### src/hw/rtl/srcf_pkg.sv
// ============================================================================
// srcf_pkg
// Shared types and constants for the shadow run center finder.
// ============================================================================
package srcf_pkg;

    localparam int MAX_PIXELS = 2048;
    localparam int POS_W      = 11;
    localparam int RUN_W      = 12;
    localparam int CNT_W      = 8;
    localparam int LIM_W      = 8;

    // Highest pixel index; the index saturates here on long frames.
    localparam logic [POS_W-1:0] TOP_INDEX =
        POS_W'(((MAX_PIXELS - 1) < 2047) ? (MAX_PIXELS - 1) : 2047);

    localparam logic [RUN_W-1:0] RUN_MAX = '1;
    localparam logic [CNT_W-1:0] CNT_MAX = '1;
    localparam logic [POS_W-1:0] POS_MAX = '1;

    localparam logic [POS_W-1:0] RST_NOISE_WIDTH = POS_W'(3);
    localparam logic [POS_W-1:0] RST_MIN_WIDTH   = POS_W'(15);
    localparam logic [POS_W-1:0] RST_MAX_WIDTH   = POS_W'(63);
    localparam logic [LIM_W-1:0] RST_SMALL_LIMIT = LIM_W'(40);
    localparam logic [LIM_W-1:0] RST_LARGE_LIMIT = LIM_W'(10);

    typedef enum logic [2:0] {
        REG_NOISE_WIDTH = 3'd0,
        REG_MIN_WIDTH   = 3'd1,
        REG_MAX_WIDTH   = 3'd2,
        REG_SMALL_LIMIT = 3'd3,
        REG_LARGE_LIMIT = 3'd4
    } t_reg_idx;

    typedef enum logic [2:0] {
        ST_NONE      = 3'd0,
        ST_OK        = 3'd1,
        ST_SMALL     = 3'd2,
        ST_TOO_LARGE = 3'd3,
        ST_NOISE     = 3'd4,
        ST_NUMEROUS  = 3'd5
    } t_status;

    typedef struct packed {
        logic [POS_W-1:0] noise_width;
        logic [POS_W-1:0] min_width;
        logic [POS_W-1:0] max_width;
        logic [LIM_W-1:0] small_limit;
        logic [LIM_W-1:0] large_limit;
    } t_cfg;

    typedef struct packed {
        logic             frame_ok;
        logic             position_valid;
        logic [POS_W-1:0] position;
        t_status          status;
    } t_result;

endpackage

### src/hw/rtl/shadow_run_center_finder_unit.sv
// ============================================================================
// shadow_run_center_finder_unit
// Measures dark pixel runs of a thresholded line sensor frame and reports
// the shadow center, status and axis at the last pixel of each frame.
// ============================================================================
// Throughput: one pixel per cycle unless a stall holds the last pixel of a
//   frame; the run/frame update is a single pass from the input register
//   into the frame state registers.
// The frame result passes the input register, then the result register,
//   before it can be taken.
// A pixel that closes a frame waits in the input register only while the
//   result register is still full and not taken.
// Reset (synchronous): clears frame state and both stages; limits return
//   to their defaults.
module shadow_run_center_finder_unit (
    input  logic        i_clk,
    input  logic        i_rst_n,
    input  logic        i_s_tvalid,
    output logic        o_s_tready,
    input  logic [7:0]  i_s_tdata,   // [0] pixel_level, [7:1] zero
    input  logic        i_s_tuser,   // [0] axis
    input  logic        i_s_tlast,   // frame_last
    output logic        o_m_tvalid,
    input  logic        i_m_tready,
    output logic [15:0] o_m_tdata,   // [2:0] status, [13:3] position,
                                     // [14] position_valid, [15] frame_ok
    output logic        o_m_tuser,   // [0] axis_out
    input  logic        psel,
    input  logic        penable,
    input  logic        pwrite,
    input  logic [4:0]  paddr,
    input  logic [31:0] pwdata,
    output logic [31:0] prdata,
    output logic        pready
);
    import srcf_pkg::*;

    t_cfg    cfg;
    t_result result;

    logic    r_in_valid;
    logic    r_in_level;
    logic    r_in_axis;
    logic    r_in_last;
    logic    step;

    logic    r_out_valid;
    t_result r_out_data;
    logic    r_out_axis;

    // Advance a pixel unless it ends a frame and the result slot is blocked.
    assign step       = r_in_valid && (!r_in_last || !r_out_valid || i_m_tready);
    assign o_s_tready = !r_in_valid || step;

    srcf_cfg_regs u_cfg (
        .i_clk   (i_clk),
        .i_rst_n (i_rst_n),
        .psel    (psel),
        .penable (penable),
        .pwrite  (pwrite),
        .paddr   (paddr),
        .pwdata  (pwdata),
        .prdata  (prdata),
        .pready  (pready),
        .o_cfg   (cfg)
    );

    srcf_run_core u_core (
        .i_clk         (i_clk),
        .i_rst_n       (i_rst_n),
        .i_step        (step),
        .i_pixel_level (r_in_level),
        .i_frame_last  (r_in_last),
        .i_cfg         (cfg),
        .o_result      (result)
    );

    always_ff @(posedge i_clk) begin
        if (!i_rst_n) begin
            r_in_valid <= 1'b0;
        end else if (o_s_tready) begin
            r_in_valid <= i_s_tvalid;
        end
    end

    always_ff @(posedge i_clk) begin
        if (o_s_tready && i_s_tvalid) begin
            r_in_level <= i_s_tdata[0];
            r_in_axis  <= i_s_tuser;
            r_in_last  <= i_s_tlast;
        end
    end

    always_ff @(posedge i_clk) begin
        if (!i_rst_n) begin
            r_out_valid <= 1'b0;
        end else if (step && r_in_last) begin
            r_out_valid <= 1'b1;
        end else if (i_m_tready) begin
            r_out_valid <= 1'b0;
        end
    end

    always_ff @(posedge i_clk) begin
        if (step && r_in_last) begin
            r_out_data <= result;
            r_out_axis <= r_in_axis;
        end
    end

    assign o_m_tvalid = r_out_valid;
    assign o_m_tuser  = r_out_axis;
    assign o_m_tdata  = {r_out_data.frame_ok, r_out_data.position_valid,
                         r_out_data.position, r_out_data.status};

endmodule

### src/hw/rtl/srcf_cfg_regs.sv
// ============================================================================
// srcf_cfg_regs
// APB register file for the run width limits and shadow count limits.
// ============================================================================
module srcf_cfg_regs (
    input  logic             i_clk,
    input  logic             i_rst_n,
    input  logic             psel,
    input  logic             penable,
    input  logic             pwrite,
    input  logic [4:0]       paddr,
    input  logic [31:0]      pwdata,
    output logic [31:0]      prdata,
    output logic             pready,
    output srcf_pkg::t_cfg   o_cfg
);
    import srcf_pkg::*;

    t_cfg       r_cfg;
    logic [2:0] reg_idx;
    logic       wr_en;

    assign reg_idx = paddr[4:2];
    assign wr_en   = psel && penable && pwrite && pready;
    assign pready  = 1'b1;
    assign o_cfg   = r_cfg;

    always_ff @(posedge i_clk) begin
        if (!i_rst_n) begin
            r_cfg.noise_width <= RST_NOISE_WIDTH;
            r_cfg.min_width   <= RST_MIN_WIDTH;
            r_cfg.max_width   <= RST_MAX_WIDTH;
            r_cfg.small_limit <= RST_SMALL_LIMIT;
            r_cfg.large_limit <= RST_LARGE_LIMIT;
        end else if (wr_en) begin
            unique case (reg_idx)
                REG_NOISE_WIDTH: r_cfg.noise_width <= pwdata[POS_W-1:0];
                REG_MIN_WIDTH:   r_cfg.min_width   <= pwdata[POS_W-1:0];
                REG_MAX_WIDTH:   r_cfg.max_width   <= pwdata[POS_W-1:0];
                REG_SMALL_LIMIT: r_cfg.small_limit <= pwdata[LIM_W-1:0];
                REG_LARGE_LIMIT: r_cfg.large_limit <= pwdata[LIM_W-1:0];
                default: ;
            endcase
        end
    end

    always_comb begin
        unique case (reg_idx)
            REG_NOISE_WIDTH: prdata = 32'(r_cfg.noise_width);
            REG_MIN_WIDTH:   prdata = 32'(r_cfg.min_width);
            REG_MAX_WIDTH:   prdata = 32'(r_cfg.max_width);
            REG_SMALL_LIMIT: prdata = 32'(r_cfg.small_limit);
            REG_LARGE_LIMIT: prdata = 32'(r_cfg.large_limit);
            default:         prdata = '0;
        endcase
    end

endmodule

### src/hw/rtl/srcf_run_core.sv
// ============================================================================
// srcf_run_core
// Frame state and one-pixel update: run tracking, run classification,
// center position and the frame result on the last pixel.
// ============================================================================
module srcf_run_core (
    input  logic              i_clk,
    input  logic              i_rst_n,
    input  logic              i_step,
    input  logic              i_pixel_level,
    input  logic              i_frame_last,
    input  srcf_pkg::t_cfg    i_cfg,
    output srcf_pkg::t_result o_result
);
    import srcf_pkg::*;

    logic [POS_W-1:0] r_pixel_index, n_pixel_index;
    logic [POS_W-1:0] r_run_start,   n_run_start;
    logic [RUN_W-1:0] r_run_length,  n_run_length;
    logic [RUN_W-1:0] r_total,       n_total;
    logic [CNT_W-1:0] r_small_count, n_small_count;
    logic [CNT_W-1:0] r_large_count, n_large_count;
    t_status          r_last_status, n_last_status;
    logic [POS_W-1:0] r_center_pos,  n_center_pos;
    logic             r_center_valid, n_center_valid;
    logic             r_aborted,     n_aborted;

    logic             dark;
    logic [RUN_W-1:0] run_inc;
    logic [RUN_W-1:0] width;
    logic             closing;
    logic             counted;
    logic             is_small;
    logic             too_wide;
    logic             is_large;
    logic [RUN_W-1:0] sum;
    logic [RUN_W-1:0] pos_m1;
    logic [POS_W-1:0] center;
    logic [RUN_W-1:0] shadow_limit;
    t_status          status;

    assign dark    = !i_pixel_level;
    assign run_inc = (r_run_length == RUN_MAX) ? r_run_length : r_run_length + 1'b1;
    assign width   = dark ? run_inc : r_run_length;
    // A run closes on a lit pixel, or at the end of the frame.
    assign closing = !dark || i_frame_last;
    assign counted = closing && (width != '0) && !r_aborted;

    assign is_small = (width > RUN_W'(i_cfg.noise_width)) && (width < RUN_W'(i_cfg.min_width));
    assign too_wide = !is_small && (width > RUN_W'(i_cfg.max_width));
    assign is_large = !is_small && !too_wide && (width >= RUN_W'(i_cfg.min_width));

    assign n_run_start = (dark && (r_run_length == '0)) ? r_pixel_index : r_run_start;

    // Center is start + width/2 - 1, clamped to the index range.
    assign sum    = RUN_W'(n_run_start) + RUN_W'(width[RUN_W-1:1]);
    assign pos_m1 = (sum == '0) ? '0 : sum - 1'b1;
    assign center = (pos_m1 > RUN_W'(POS_MAX)) ? POS_MAX : pos_m1[POS_W-1:0];

    assign shadow_limit = RUN_W'(i_cfg.max_width) + RUN_W'(i_cfg.max_width[POS_W-1:1]);

    always_comb begin
        n_run_length   = closing ? '0 : width;
        n_total        = (dark && (r_total != RUN_MAX)) ? r_total + 1'b1 : r_total;
        n_small_count  = r_small_count;
        n_large_count  = r_large_count;
        n_last_status  = r_last_status;
        n_center_pos   = r_center_pos;
        n_center_valid = r_center_valid;
        n_aborted      = r_aborted;
        n_pixel_index  = (r_pixel_index < TOP_INDEX) ? r_pixel_index + 1'b1 : r_pixel_index;
        if (counted) begin
            if (is_small) begin
                if (r_small_count != CNT_MAX) n_small_count = r_small_count + 1'b1;
                n_last_status = ST_SMALL;
            end else if (too_wide || is_large) begin
                if (r_large_count != CNT_MAX) n_large_count = r_large_count + 1'b1;
                if (too_wide) begin
                    n_last_status = ST_TOO_LARGE;
                    n_aborted     = 1'b1;
                end else begin
                    n_last_status  = ST_OK;
                    n_center_pos   = center;
                    n_center_valid = 1'b1;
                end
            end
        end
    end

    always_comb begin
        priority if (n_aborted)
            status = ST_TOO_LARGE;
        else if ((n_total > shadow_limit) || (n_small_count > i_cfg.small_limit))
            status = ST_NOISE;
        else if (n_large_count > i_cfg.large_limit)
            status = ST_NUMEROUS;
        else
            status = n_last_status;
    end

    assign o_result.status         = status;
    assign o_result.position       = n_center_pos;
    assign o_result.position_valid = n_center_valid;
    assign o_result.frame_ok       = !((status == ST_TOO_LARGE) || (status == ST_NOISE) ||
                                       (status == ST_NUMEROUS));

    always_ff @(posedge i_clk) begin
        if (!i_rst_n || (i_step && i_frame_last)) begin
            // Clear all frame state after the frame result.
            r_pixel_index  <= '0;
            r_run_start    <= '0;
            r_run_length   <= '0;
            r_total        <= '0;
            r_small_count  <= '0;
            r_large_count  <= '0;
            r_last_status  <= ST_NONE;
            r_center_pos   <= '0;
            r_center_valid <= 1'b0;
            r_aborted      <= 1'b0;
        end else if (i_step) begin
            r_pixel_index  <= n_pixel_index;
            r_run_start    <= n_run_start;
            r_run_length   <= n_run_length;
            r_total        <= n_total;
            r_small_count  <= n_small_count;
            r_large_count  <= n_large_count;
            r_last_status  <= n_last_status;
            r_center_pos   <= n_center_pos;
            r_center_valid <= n_center_valid;
            r_aborted      <= n_aborted;
        end
    end

endmodule
### config.mk
export PLATFORM = sky130hd
export DESIGN_NAME = shadow_run_center_finder_unit
export DESIGN_NICKNAME = d
export VERILOG_FILES = /design/src/hw/rtl/srcf_pkg.sv /design/src/hw/rtl/shadow_run_center_finder_unit.sv /design/src/hw/rtl/srcf_cfg_regs.sv /design/src/hw/rtl/srcf_run_core.sv
export SDC_FILE = /design/constraint.sdc
export NUM_CORES = 1
export LEC_CHECK = 0
export BUFFER_PORTS_ARGS = -buffer_cell sky130_fd_sc_hd__buf_2
export CAP_MARGIN = 40
export CORE_ASPECT_RATIO = 1.2
export CORE_MARGIN = 2
export CORE_UTILIZATION = 50
export DETAILED_ROUTE_END_ITERATION = 6
export PLACE_DENSITY_LB_ADDON = 0.05
export SLEW_MARGIN = 20
export SYNTH_ARGS = -nofsm -noshare
export SYNTH_HDL_FRONTEND = slang
export SYNTH_HIERARCHICAL = 1
export SYNTH_SLANG_ARGS = --single-unit
### constraint.sdc
create_clock -name i_clk -period 5.81 [get_ports i_clk]
set_input_delay 1.4525 -clock i_clk [delete_from_list [all_inputs] [get_ports i_clk]]
set_output_delay 1.4525 -clock i_clk [all_outputs]
set_load 0.02 [all_outputs]
## Word level (Yosys, flattened, before mapping)

Index checks and enable logic that the tools add are counted.

| word-level totals | value |
|---|---|
| register bits after elaboration | 149 |
| bits of input ports | 54 |
| output and inout bits | 52 |

| operators by class | value |
|---|---|
| $add $sub $neg | 8 |
| magnitude comparators | 9 |
| equality and inequality tests | 11 |
| mux-type cells | 36 |
| reductions and logical operators | 42 |

Operator list:

| kind | number |
|---|---|
| $mux 11 | 6 |
| $mux 12 | 5 |
| $mux 8 | 7 |
| $pmux 11 s5 | 1 |
| $add 12x1->12 const B | 2 |
| $gt 12x11->1 | 2 |
| $logic_not 12->1 | 2 |
| $mux 3 | 6 |
| $add 8x1->8 const B | 2 |
| $gt 8x8->1 | 2 |
| $ne 8x8->1 const B | 2 |
| $logic_and 1x1->1 | 13 |
| $add 11x10->12 | 1 |
| $add 11x11->12 | 1 |
| $eq 12x12->1 const B | 1 |
| $ge 12x11->1 | 1 |
| $gt 12x11->1 const B | 1 |
| $gt 12x12->1 | 1 |
| $lt 12x11->1 | 1 |
| $ne 12x12->1 const B | 1 |
| $reduce_and 2->1 | 6 |
| $reduce_bool 12->1 | 1 |
| $sub 12x1->12 const B | 1 |
| $add 11x1->11 const B | 1 |
| other kinds (10) | 39 |

## Logic depth before layout (Yosys ltp)

Gate-level depths: netlist (run 1).

| logic depth | value |
|---|---|
| depth after elaboration | 22 |
| gate-level depth with buffers | 25 |
| gate-level depth less buffers | 23 |

## Modules after synthesis

The synthesis (run 1) kept the hierarchy.

By module, submodules not included:

| module | instances | cells an instance | area each (um^2) | seq. area each (um^2) |
|---|---|---|---|---|
| srcf_run_core | 1 | 967 | 7,511.0 | 1,561.5 |
| srcf_cfg_regs | 1 | 274 | 2,493.6 | 980.9 |
| shadow_run_center_finder_unit | 1 | 32 | 718.2 | 640.6 |

## Worst setup path before layout (run 1)

OpenSTA, ideal clock, no wires.

| path | value |
|---|---|
| path type | reg-to-reg |
| start point | reg u_core.r_run_length[0] |
| end point | reg r_out_data (netlist bit o_m_tdata[0]), data pin |
| setup time | 256 ps |
| arrival time | 5,235 ps |
| data required time | 5,554 ps |
| path slack | 320 ps |
| cell stages (with the launch flop) | 23 |
| buffers on the path | 0 |
| clock period less this slack | 5,490 ps |
| cell sequence | dfxtp_1 ha_1 and3_1 a31oi_4 nand2_1 xnor2_1 ha_1 and4_1 and3_1 a311o_1 and4_1 nor3_1 and2_1 mux2_2 ha_1 nor2b_1 o21a_1 o21a_1 o21ai_0 a21oi_1 o31ai_1 o21ai_0 a31o_2 |

RTL lines:

| item | RTL line | text |
|---|---|---|
| start, declared | srcf_run_core.sv:19 | `logic [RUN_W-1:0] r_run_length, n_run_length;` |
| start signal, assigned | srcf_run_core.sv:123 | `r_run_length <= n_run_length;` |
| end signal, assigned | shadow_run_center_finder_unit.sv:106 | `r_out_data <= result;` |
| end, declared | shadow_run_center_finder_unit.sv:48 | `t_result r_out_data;` |

==> results by group, run 1 <==
Clock network
  • Clock Path Buffers: 2
  • Clk Latency, worst-skew pair: between 0.4 and 0.5 ns
  • Clock sink count: 149
  • Clk slew on worst S/H paths: roughly 0.070 ns
  • Clk root buf: clkbuf_16
  • Htree depth: 4
  • CTS tree: done
  • TritonCTS buffer count: 17

Setup path
  • CP max stage delay: approximately 0.43 ns
  • Critical path launch point type: flip-flop
  • Buf/Inv on CP: 2
  • Critical path's most frequent cell: o21ai_0
  • Critical path fanouts, max: 7
  • CP max-delay cell: a311o_1
  • Arr. time, crit path: 5.69 ns
  • CP delay by family, top: compound AO/OA/AOI/OAI gates
  • CP Cell Sequence: buf_4, nand4_1, buf_4, nor2_1, a31oi_1, or2_2, ha_1, a211oi_1, o21ai_0, o211ai_1, a311o_1, and4_1, nor3_2, and2_1, mux2_2, ha_1, nor2b_1, o21a_1, o21a_1, o21ai_0, a21oi_1, o31ai_2, o21ai_0, a31o_2
  • Worst EP required: around 6 ns
  • Worst Setup Path Type: reg2reg
  • Crit path capture type: flip-flop

Timing
  • Worst-margin pin slew: 0.795 ns
  • Final worst path period need: around 5.5 ns
  • Max Freq: about 0.18 GHz
  • Hold WS: roughly 0.43 ns
  • Fin. Hold Viols: 0
  • Fin. max-slew vios: 0
  • Period utilization: 95.0%
  • Setup TNS: 0 ns
  • Final setup vio count: 0
  • Clk_skew: about 0.0094 ns
  • Slew HR: 46.5%

Placed design
  • Placed insts: 1576
  • GP Congestion: approximately 0.9
  • Detail Placement HPWL: about 21000 um
  • PortBufs: 53

Routing
  • Initial DRC count: slightly below 500
  • Vias: roughly 9300
  • Detailed Routing Iterations Pass 1: 5
  • DRT antenna net count: 0
  • DRC violations left: 0
  • Routed WL per cell: between 15 and 20 um
  • Routed WL: roughly 28000 um
  • Vias per cell: 5.77

Die
  • Die footprint: ~0.023 mm^2
  • Die W: about 140 um
  • Core area: around 0.021 mm^2
  • Initial core utilization: slightly above 50%
  • Die H: 164 um
  • I/O pin count: roughly 110
  • Row count: just under 60

Logic synthesis
  • Synth unique cells: 87
  • Synth top area share: between 20 and 25%
  • Synthesized area: between 0.01 and 0.015 mm^2
  • Cell count after synthesis: between 1000 and 1500
  • Flops & latches, synth: between 100 and 150
  • Post-synth EDFFs: 20
  • Synth cell count leaders: 129 x dfxtp_1, 106 x nand2_1, 106 x nor2_1
  • Synth area leaders: dfxtp_1 24%, ha_1 11%, edfxtp_1 5.6%
  • Cell with the most instances after synthesis: dfxtp_1
  • Syn avg cell area: about 8.4 um^2
  • Cell type with the highest aggregate area in the netlist: dfxtp_1
  • Synth warn: 6
  • Top FF cell, synth: dfxtp_1
  • Post-synth ARST share: 0%
  • Post-synthesis sequential area ratio: between 20 and 30%

GRT
  • GR Util All Layers: between 20% and 30%
  • Pin count of the biggest net entering global routing: 62
  • Initial antenna violation count: 0
  • Total gr overflow: 0
  • Global-route wire length before repair: about 44000 um
  • Vias in the first global route: roughly 8500

Pwr
  • Max VDD drop: about 200 uV
  • Static Leak: 5.26 nW
  • Power density cells: slightly above 200 mW/mm^2
  • Total power: roughly 2.4 mW

Layout
  • Filler-free cell count of the finished design: approximately 1600
  • Share of post-route cells with drive strength above 1: approximately 15%
  • Final net count: around 1500
  • Post-layout util: ~57%
  • Area Growth Syn to Fin: 11.9%
  • ANT cells: 0

Min path
  • Worst hold path type: reg2reg

Job
  • Maxcap violations: 0

Outcome
  • Outcome: completed
[final timing paths]
kind,start,end,slack [ns],depth (start not counted)
max,u_core/r_run_length[0]$_SDFFE_PP0P_,o_m_tdata[0]$_DFFE_PP_,0.29,24
min,r_in_axis$_DFFE_PP_,o_m_tuser$_DFFE_PP_,0.43,0
max reg2reg,u_core/r_run_length[0]$_SDFFE_PP0P_,o_m_tdata[0]$_DFFE_PP_,0.29,24
min reg2reg,r_in_axis$_DFFE_PP_,o_m_tuser$_DFFE_PP_,0.43,0
[registers in the layout, summed over array words and instances (netlist names), 3 cells and up]
register / flops
u_core/r_run_start: 11
u_core/r_large_count: 8
u_core/r_center_pos: 11
u_core/r_pixel_index: 11
u_core/r_run_length: 12
u_cfg/o_cfg: 49
u_core/r_small_count: 8
u_core/r_total: 12
o_m_tdata: 16
u_core/r_last_status: 3
[cells by family after synthesis]
logic type	count (synthesis)	synth area share, %
AO/OA/AOI/OAI	265	17.1
multiplexers	75	7.44
other	2	0.0700
XOR/XNOR	65	5.31
AND/OR/NAND/NOR	456	22.1
flip-flops	149	29.7
adder cells (fa/ha/maj)	93	11.0
buffers and inverters	168	7.29
[final cells by class]
cell class                      count  area (um^2)
Fill cell                        1975         8980
Multi-Input combinational cell    976         6920
Sequential cell                   149         3190
Timing Repair Buffer              103          658
Clock buffer                       19          433
Tap cell                          270          338
Inverter                           82          308
Clock inverter                     13          149
[power by group]
part | switching [mW] | internal, mW | leakage [nW]
registers | 0.0112 | 1.06 | 1.23
logic | 0.175 | 0.0883 | 3.76
clock network | 0.479 | 0.641 | 0.271
[worst register-to-register path: stages (launching register included)]
cell	delay [ns]
dfxtp_1	0.33
buf_4	0.15
nand4_1	0.19
buf_4	0.19
nor2_1	0.21
a31oi_1	0.17
or2_2	0.37
ha_1	0.31
a211oi_1	0.07
o21ai_0	0.16
o211ai_1	0.11
a311o_1	0.43
and4_1	0.28
nor3_2	0.15
and2_1	0.17
mux2_2	0.34
ha_1	0.30
nor2b_1	0.15
o21a_1	0.16
o21a_1	0.16
o21ai_0	0.14
a21oi_1	0.10
o31ai_2	0.25
o21ai_0	0.14
a31o_2	0.26
[what timing repair did]
| action | CTS | global route |
|---|---|---|
| setup endpoints to repair | 1 | 4 |
| gates resized for setup | 2 | 16 |
| hold buffers | 0 | 0 |
| setup buffers | 0 | 3 |
| pin swaps | 0 | 5 |
[cell usage in the layout, fill, tap and decap left out, types with 20 or more instances in the layout]
cell type | netlist | final
xnor2_1 | 31 | 30
o21ai_0 | 46 | 46
nand2_1 | 106 | 105
nor2_1 | 106 | 105
edfxtp_1 | 20 | 20
a21oi_1 | 50 | 49
nor3_1 | 33 | 31
xor2_1 | 34 | 33
a22oi_1 | 28 | 28
dfxtp_1 | 129 | 127
inv_1 | 80 | 80
conb_1 | 2 | 22
mux2i_1 | 46 | 46
mux2_2 | 27 | 27
and3_1 | 32 | 32
buf_4 | 25 | 47
ha_1 | 91 | 91
nand3_1 | 51 | 51
nand4_1 | 20 | 20
buf_2 | 16 | 54
[metrics by stage]
step / worst slack, ns / cell area (um^2)
detailed placement: 0.0252 / 11300
finish: 0.291 / 12000
global route: -0.0413 / 12000
global placement: 0.0419 / 11300
CTS: 0.0633 / 11900
floorplan: 0.320 / 10800
[routing by layer]
layer	track usage [%]	up-vias	routed length (um)	share of wire [%]
li1	-	4667	-	-
met1	32.1	4410	12200	44
met4	7.12	0	510	1.8
met5	0	-	0	0
met3	2.58	41	873	3.1
met2	43.9	189	14100	51
Power figures use the tool's default switching activity.
==> inputs of run 2 (changes only) <==
--- a/config.mk
+++ b/config.mk
@@ -11,7 +11,7 @@
 export CORE_MARGIN = 2
 export CORE_UTILIZATION = 50
 export DETAILED_ROUTE_END_ITERATION = 6
-export PLACE_DENSITY_LB_ADDON = 0.05
+export PLACE_DENSITY = 0.72
 export SLEW_MARGIN = 20
 export SYNTH_ARGS = -nofsm -noshare
 export SYNTH_HDL_FRONTEND = slang
==> run 2 against run 1 <==
Non-clock buffer count grew 3. Combinational power barely moved. Largest cell class unchanged. Total power down 0.59%. Clock power about the same. Flip-flop and latch count unchanged.
==> results by group, run 2 (synthesis gave the netlist of run 1 again) <==
GRT
  • Initial antenna violation count: 0
  • Total gr overflow: 0
  • Vias in the first global route: a little under 9000
  • GR Util All Layers: 24.1%
  • Global-route wire length before repair: ~43000 um
  • Pin count of the biggest net entering global routing: slightly above 60

Routing
  • Vias: between 9000 and 10000
  • Routed WL: between 20000 and 30000 um
  • Vias per cell: ~5.8
  • Initial DRC count: between 500 and 600
  • Detailed Routing Iterations Pass 1: 5
  • DRC violations left: 0
  • Routed WL per cell: between 15 and 20 um
  • DRT antenna net count: 0

Setup path
  • Crit path capture type: flip-flop
  • Arr. time, crit path: approximately 5.6 ns
  • R2R setup slack: 0.44 ns
  • Worst EP required: around 6 ns
  • Critical path fanouts, max: 5
  • Critical path launch point type: flip-flop
  • Worst Setup Path Type: reg2reg

Die
  • I/O pin count: around 110
  • Die W: approximately 140 um
  • Die H: between 150 and 200 um
  • Die footprint: 0.0226 mm^2
  • Core area: 0.0210 mm^2
  • Row count: between 50 and 60
  • Initial core utilization: between 50% and 60%

Layout
  • Most common cell after layout, fill and taps aside: dfxtp_1
  • ANT cells: 0
  • Layout fillers: around 1900
  • Share of post-route cells with drive strength above 1: about 15%
  • Final net count: approximately 1500
  • Most frequent cells in the layout: 128 x dfxtp_1, 105 x nand2_1, 105 x nor2_1
  • Largest register FFs: between 40 and 50
  • Area Growth Syn to Fin: 11.7%

Pwr
  • Sw power: between 0.6 and 0.7 mW
  • Clock network power share: 45.4%
  • Sw Share: around 27%
  • Comb pwr share: a little over a tenth
  • Max VDD drop: 199 uV
  • Flop pwr share: between 40% and 50%
  • Total power: 2.43 mW
  • Static Leak: approximately 5.3 nW
  • Int Power: approximately 1.8 mW
  • Power density cells: between 200 and 250 mW/mm^2

Clock network
  • Clk Latency, worst-skew pair: between 0.4 and 0.5 ns
  • Clk slew on worst S/H paths: ~0.06 ns
  • Clk root buf: clkbuf_16
  • Cts hold-fix bufs: 0
  • TritonCTS buffer count: 17
  • CTS tree: done
  • Clock Path Buffers: 2
  • Htree depth: 4
  • Clock sink count: between 100 and 150

Timing
  • Worst-margin pin slew: between 0.7 and 0.8 ns
  • Final worst path period need: roughly 5.4 ns
  • Period utilization: 92.5%
  • Setup TNS: 0 ns
  • Final setup vio count: 0
  • Max Freq: 0.186 GHz
  • Setup WS post-layout: 0.436 ns
  • RSZ-0062 raised after global routing: no
  • Slew HR: 48.9%
  • Fin. max-slew vios: 0
  • Fin. Hold Viols: 0
  • Clk_skew: approximately 0.014 ns

Outcome
  • Outcome: completed

Job
  • Maxcap violations: 0

Placed design
  • Detail Placement HPWL: roughly 20000 um
  • GP Congestion: between 0.9 and 1
  • Worst slack at placement: 0.114 ns
  • PortBufs: 53

Min path
  • Worst hold path type: reg2reg
[run 2: changes by cell type in the layout (fill, tap and decap cells not counted), moves of 2 or more]
cell        before  now
buf_4           47   50
clkinvlp_4       4    1
clkbuf_1         2    0
clkinv_2         0    2
inv_6            4    6
[run 2: worst max-delay path, cell delays in order (launching register included)]
cell and delay [ns]:
dfxtp_1 0.33, ha_2 0.22, and3_4 0.21, nand3_1 0.12, and4_1 0.23, or2_2 0.36, ha_1 0.32, nand4_1 0.10
nor2_1 0.12, o21ai_0 0.10, a311o_1 0.37, and4_2 0.28, nor3_2 0.14, and2_1 0.19, mux2_2 0.35, ha_1 0.29
nor2b_1 0.13, o21a_1 0.16, o21a_1 0.17, o21ai_0 0.14, a21oi_1 0.09, o31ai_1 0.21, buf_4 0.16, o21ai_0 0.09
a31o_2 0.26
[run 2: metrics by stage]
stage | cells | utilization [%] | hold WS (ns) | area, um^2
after global placement | 1575 | 53.8 | 0.401 | 11300
after global routing | 1615 | 57.1 | 0.440 | 12000
final | 1615 | 57.1 | 0.421 | 12000
after detailed placement | 1578 | 53.9 | 0.410 | 11300
after floorplan | 1293 | - | 0.400 | 10800
after CTS | 1610 | 56.7 | 0.424 | 11900
[run 2: power by group through the flow]
| stage | clock network (mW) | logic, mW | registers, mW |
|---|---|---|---|
| after global placement | 0 | 0.248 | 1.09 |
| after global routing | 1.17 | 0.286 | 1.07 |
| after CTS | 1.12 | 0.255 | 1.07 |
| after detailed placement | 0 | 0.254 | 1.09 |
| final | 1.11 | 0.262 | 1.07 |
| after floorplan | 0 | 0.193 | 1.09 |
[run 2: cell type report]
| class | count | area (um^2) | area share, % |
|---|---|---|---|
| inverter | 82 | 308 | 2.57 |
| clock inverter | 14 | 135 | 1.13 |
| timing repair buffer | 106 | 688 | 5.74 |
| clock buffer | 18 | 450 | 3.76 |
| tap | 270 | 338 | 2.82 |
| multi-input combinational | 976 | 6880 | 57.4 |
| sequential | 149 | 3180 | 26.6 |
[run 2: path summary, 6_finish.rpt]
check	start	to	cells after the start
max	u_core/r_run_length[0]$_SDFFE_PP0P_	o_m_tdata[0]$_DFFE_PP_	24
min	r_in_axis$_DFFE_PP_	o_m_tuser$_DFFE_PP_	0
max reg2reg	u_core/r_run_length[0]$_SDFFE_PP0P_	o_m_tdata[0]$_DFFE_PP_	24
min reg2reg	r_in_axis$_DFFE_PP_	o_m_tuser$_DFFE_PP_	0
[run 2: repair_timing]
| action | 4_1_cts | 5_1_grt |
|---|---|---|
| setup endpoints to repair | 0 | 4 |
| hold endpoints to repair | 0 | 0 |
| resized for setup | 0 | 11 |
| buffers inserted | 0 | 4 |
[run 2: layer usage]
metal  wire length [um]  share of wire [%]  up-vias  global-route usage (%)
met5                  0                  0        -                       0
met4                821                3.1        0                    10.4
met3               1340                5.1       45                    3.56
met2              12700                 48      282                    40.5
met1              11600                 44     4444                    30.7
li1                   -                  -     4667                       -
==> inputs of run 3 (changes only) <==
==> constraint.sdc (replaced) <==
create_clock -name i_clk -period 5.81 [get_ports i_clk]
set_input_delay 0.8715 -clock i_clk [delete_from_list [all_inputs] [get_ports i_clk]]
set_output_delay 0.8715 -clock i_clk [all_outputs]
set_load 0.02 [all_outputs]
==> run 3 against run 2 <==
Combinational power is essentially flat. Wire length grew 0.45%. Cell area shrank 0.45%. Worst hold slack lost 0.0026 ns. Register-to-register slack lost 0.12 ns. Clock power is essentially flat. Sequential share of layout area grew 0.12 points. Fmax shrank 2.2%. Setup slack lost 0.12 ns.
==> results by group, run 3 (synthesis gave the netlist of run 1 again) <==
Timing
  • Worst-margin pin slew: 0.766 ns
  • Final worst path period need: roughly 5.5 ns
  • Fin. max-slew vios: 0
  • Max Freq: 0.182 GHz
  • RSZ-0062 raised after global routing: no
  • Clk_skew: about 0.013 ns
  • Period utilization: between 90 and 100%
  • Hold WS: approximately 0.42 ns
  • Setup TNS: 0 ns
  • Slew HR: between 40% and 50%
  • Fin. Hold Viols: 0
  • Final setup vio count: 0

Placed design
  • GP Congestion: between 0.8 and 0.9
  • PortBufs: 53
  • Detail Placement HPWL: ~20000 um

Pwr
  • Sw power: between 0.6 and 0.7 mW
  • Clock network power share: a little under half
  • Max VDD drop: ~200 uV
  • Int Power: between 1.5 and 2 mW
  • Power density cells: 204 mW/mm^2
  • Static Leak: approximately 5.3 nW
  • Sw Share: a little over a quarter
  • Flop pwr share: 43.9%
  • Comb pwr share: between 10% and 20%

Routing
  • Vias per cell: a little under 6
  • DRT antenna net count: 0
  • Vias: between 9000 and 10000
  • Routed WL: around 27000 um
  • Initial DRC count: 544
  • Detailed Routing Iterations Pass 1: 5
  • Routed WL per cell: between 15 and 20 um
  • DRC violations left: 0

Setup path
  • CP startpoint: u_core/r_run_length[1]$_SDFFE_PP0P_
  • Reg-to-reg endpoint: o_m_tdata[0]$_DFFE_PP_
  • Critical path fanouts, max: 7
  • R2R setup slack: approximately 0.32 ns
  • Critical path launch point type: flip-flop
  • Arr. time, crit path: around 5.7 ns
  • Worst r2r src: u_core/r_run_length[1]$_SDFFE_PP0P_
  • R2R cell count: 23
  • Capture point of the critical path: o_m_tdata[0]$_DFFE_PP_
  • Crit path capture type: flip-flop
  • Worst EP required: roughly 6.0 ns
  • Worst Setup Path Type: reg2reg

Clock network
  • Cts hold-fix bufs: 0
  • Clk Latency, worst-skew pair: between 0.4 and 0.5 ns
  • Clk slew on worst S/H paths: 0.06 ns
  • Clock sink count: about 150
  • TritonCTS buffer count: 17
  • Clk root buf: clkbuf_16
  • Clock Path Buffers: 2
  • CTS tree: done
  • Htree depth: 4

Layout
  • Most common cell after layout, fill and taps aside: dfxtp_1
  • Final net count: about 1500
  • Share of post-route cells with drive strength above 1: 14.5%
  • Post-layout util: 56.9%
  • Area Growth Syn to Fin: 11.2%
  • Layout fillers: approximately 1900
  • ANT cells: 0
  • Most frequent cells in the layout: 128 x dfxtp_1, 106 x nor2_1, 105 x nand2_1
  • Largest register FFs: slightly below 50

Die
  • I/O pin count: approximately 110
  • Core area: 0.0210 mm^2
  • Die W: 138 um
  • Die footprint: around 0.023 mm^2
  • Die H: around 160 um
  • Row count: just under 60
  • Initial core utilization: 51.1%

Min path
  • Worst hold path type: reg2reg

GRT
  • GR Util All Layers: roughly 24%
  • Global-route wire length before repair: roughly 43000 um
  • Total gr overflow: 0
  • Pin count of the biggest net entering global routing: 63
  • Initial antenna violation count: 0
  • Vias in the first global route: 8862

Outcome
  • Outcome: completed

Job
  • Maxcap violations: 0
[run 3: critical path: stages (launching register included)]
cell	delay, ns
dfxtp_2	0.40
ha_2	0.23
and4b_1	0.33
a21oi_1	0.11
a21oi_1	0.54
ha_1	0.38
nand4_1	0.08
nor2_1	0.05
and3_1	0.16
a311o_1	0.32
and4_1	0.27
nor3_2	0.15
and2_1	0.18
mux2_2	0.34
ha_1	0.28
nor2b_1	0.13
o21a_1	0.16
o21a_1	0.16
o21ai_0	0.16
a21oi_1	0.09
o31ai_1	0.22
buf_4	0.16
o21ai_0	0.07
a31o_2	0.25
[run 3: power by group through the flow]
stage	Combinational (mW)	Sequential [mW]	Clock (mW)
6_report	0.260	1.07	1.10
5_1_grt	0.286	1.07	1.16
4_1_cts	0.252	1.07	1.12
3_5_place_dp	0.250	1.09	0
3_3_place_gp	0.246	1.09	0
2_1_floorplan	0.193	1.09	0
[run 3: worst min path at each step]
| stage | startpoint | endpoint | slack (ns) | depth (start not counted) |
|---|---|---|---|---|
| after CTS | r_in_axis$_DFFE_PP_ | o_m_tuser$_DFFE_PP_ | 0.42 | 0 |
| after global placement | r_in_axis$_DFFE_PP_ | o_m_tuser$_DFFE_PP_ | 0.40 | 0 |
| after floorplan | r_in_axis$_DFFE_PP_ | o_m_tuser$_DFFE_PP_ | 0.40 | 0 |
| after detailed placement | r_in_axis$_DFFE_PP_ | o_m_tuser$_DFFE_PP_ | 0.41 | 0 |
| final | r_in_axis$_DFFE_PP_ | o_m_tuser$_DFFE_PP_ | 0.42 | 0 |
| after global routing | r_in_axis$_DFFE_PP_ | o_m_tuser$_DFFE_PP_ | 0.43 | 0 |
[run 3: final cells by class]
cell class	count	area [um^2]	share of cell area, %
Multi-Input combinational cell	976	6870	57.6
Sequential cell	149	3180	26.7
Timing Repair Buffer	99	636	5.33
Clock buffer	20	489	4.10
Tap cell	270	338	2.83
Inverter	82	308	2.58
Clock inverter	12	103	0.860
[run 3: through the flow]
step                cell area, um^2  worst slack [ns]  total power, mW  std cells
CTS                           11900            0.0601             2.44       1605
finish                        11900             0.316             2.43       1608
detailed placement            11300            0.0906             1.34       1573
floorplan                     10800             0.320             1.28       1293
global placement              11200             0.207             1.34       1571
global route                  11900            0.0157             2.51       1608
[run 3: per-layer routing]
layer	GRT usage, %	part of all wire, %	vias up
met5	0	0	-
met1	30.7	44	4455
met3	4.24	5.1	46
li1	-	-	4639
met2	41.5	48	256
met4	8.39	2.6	0
[run 3: repair_timing]
item,4_1_cts,5_1_grt
hold endpoints to repair,0,0
setup buffers,0,1
gates resized for setup,0,8
endpoints found under the setup margin,0,4
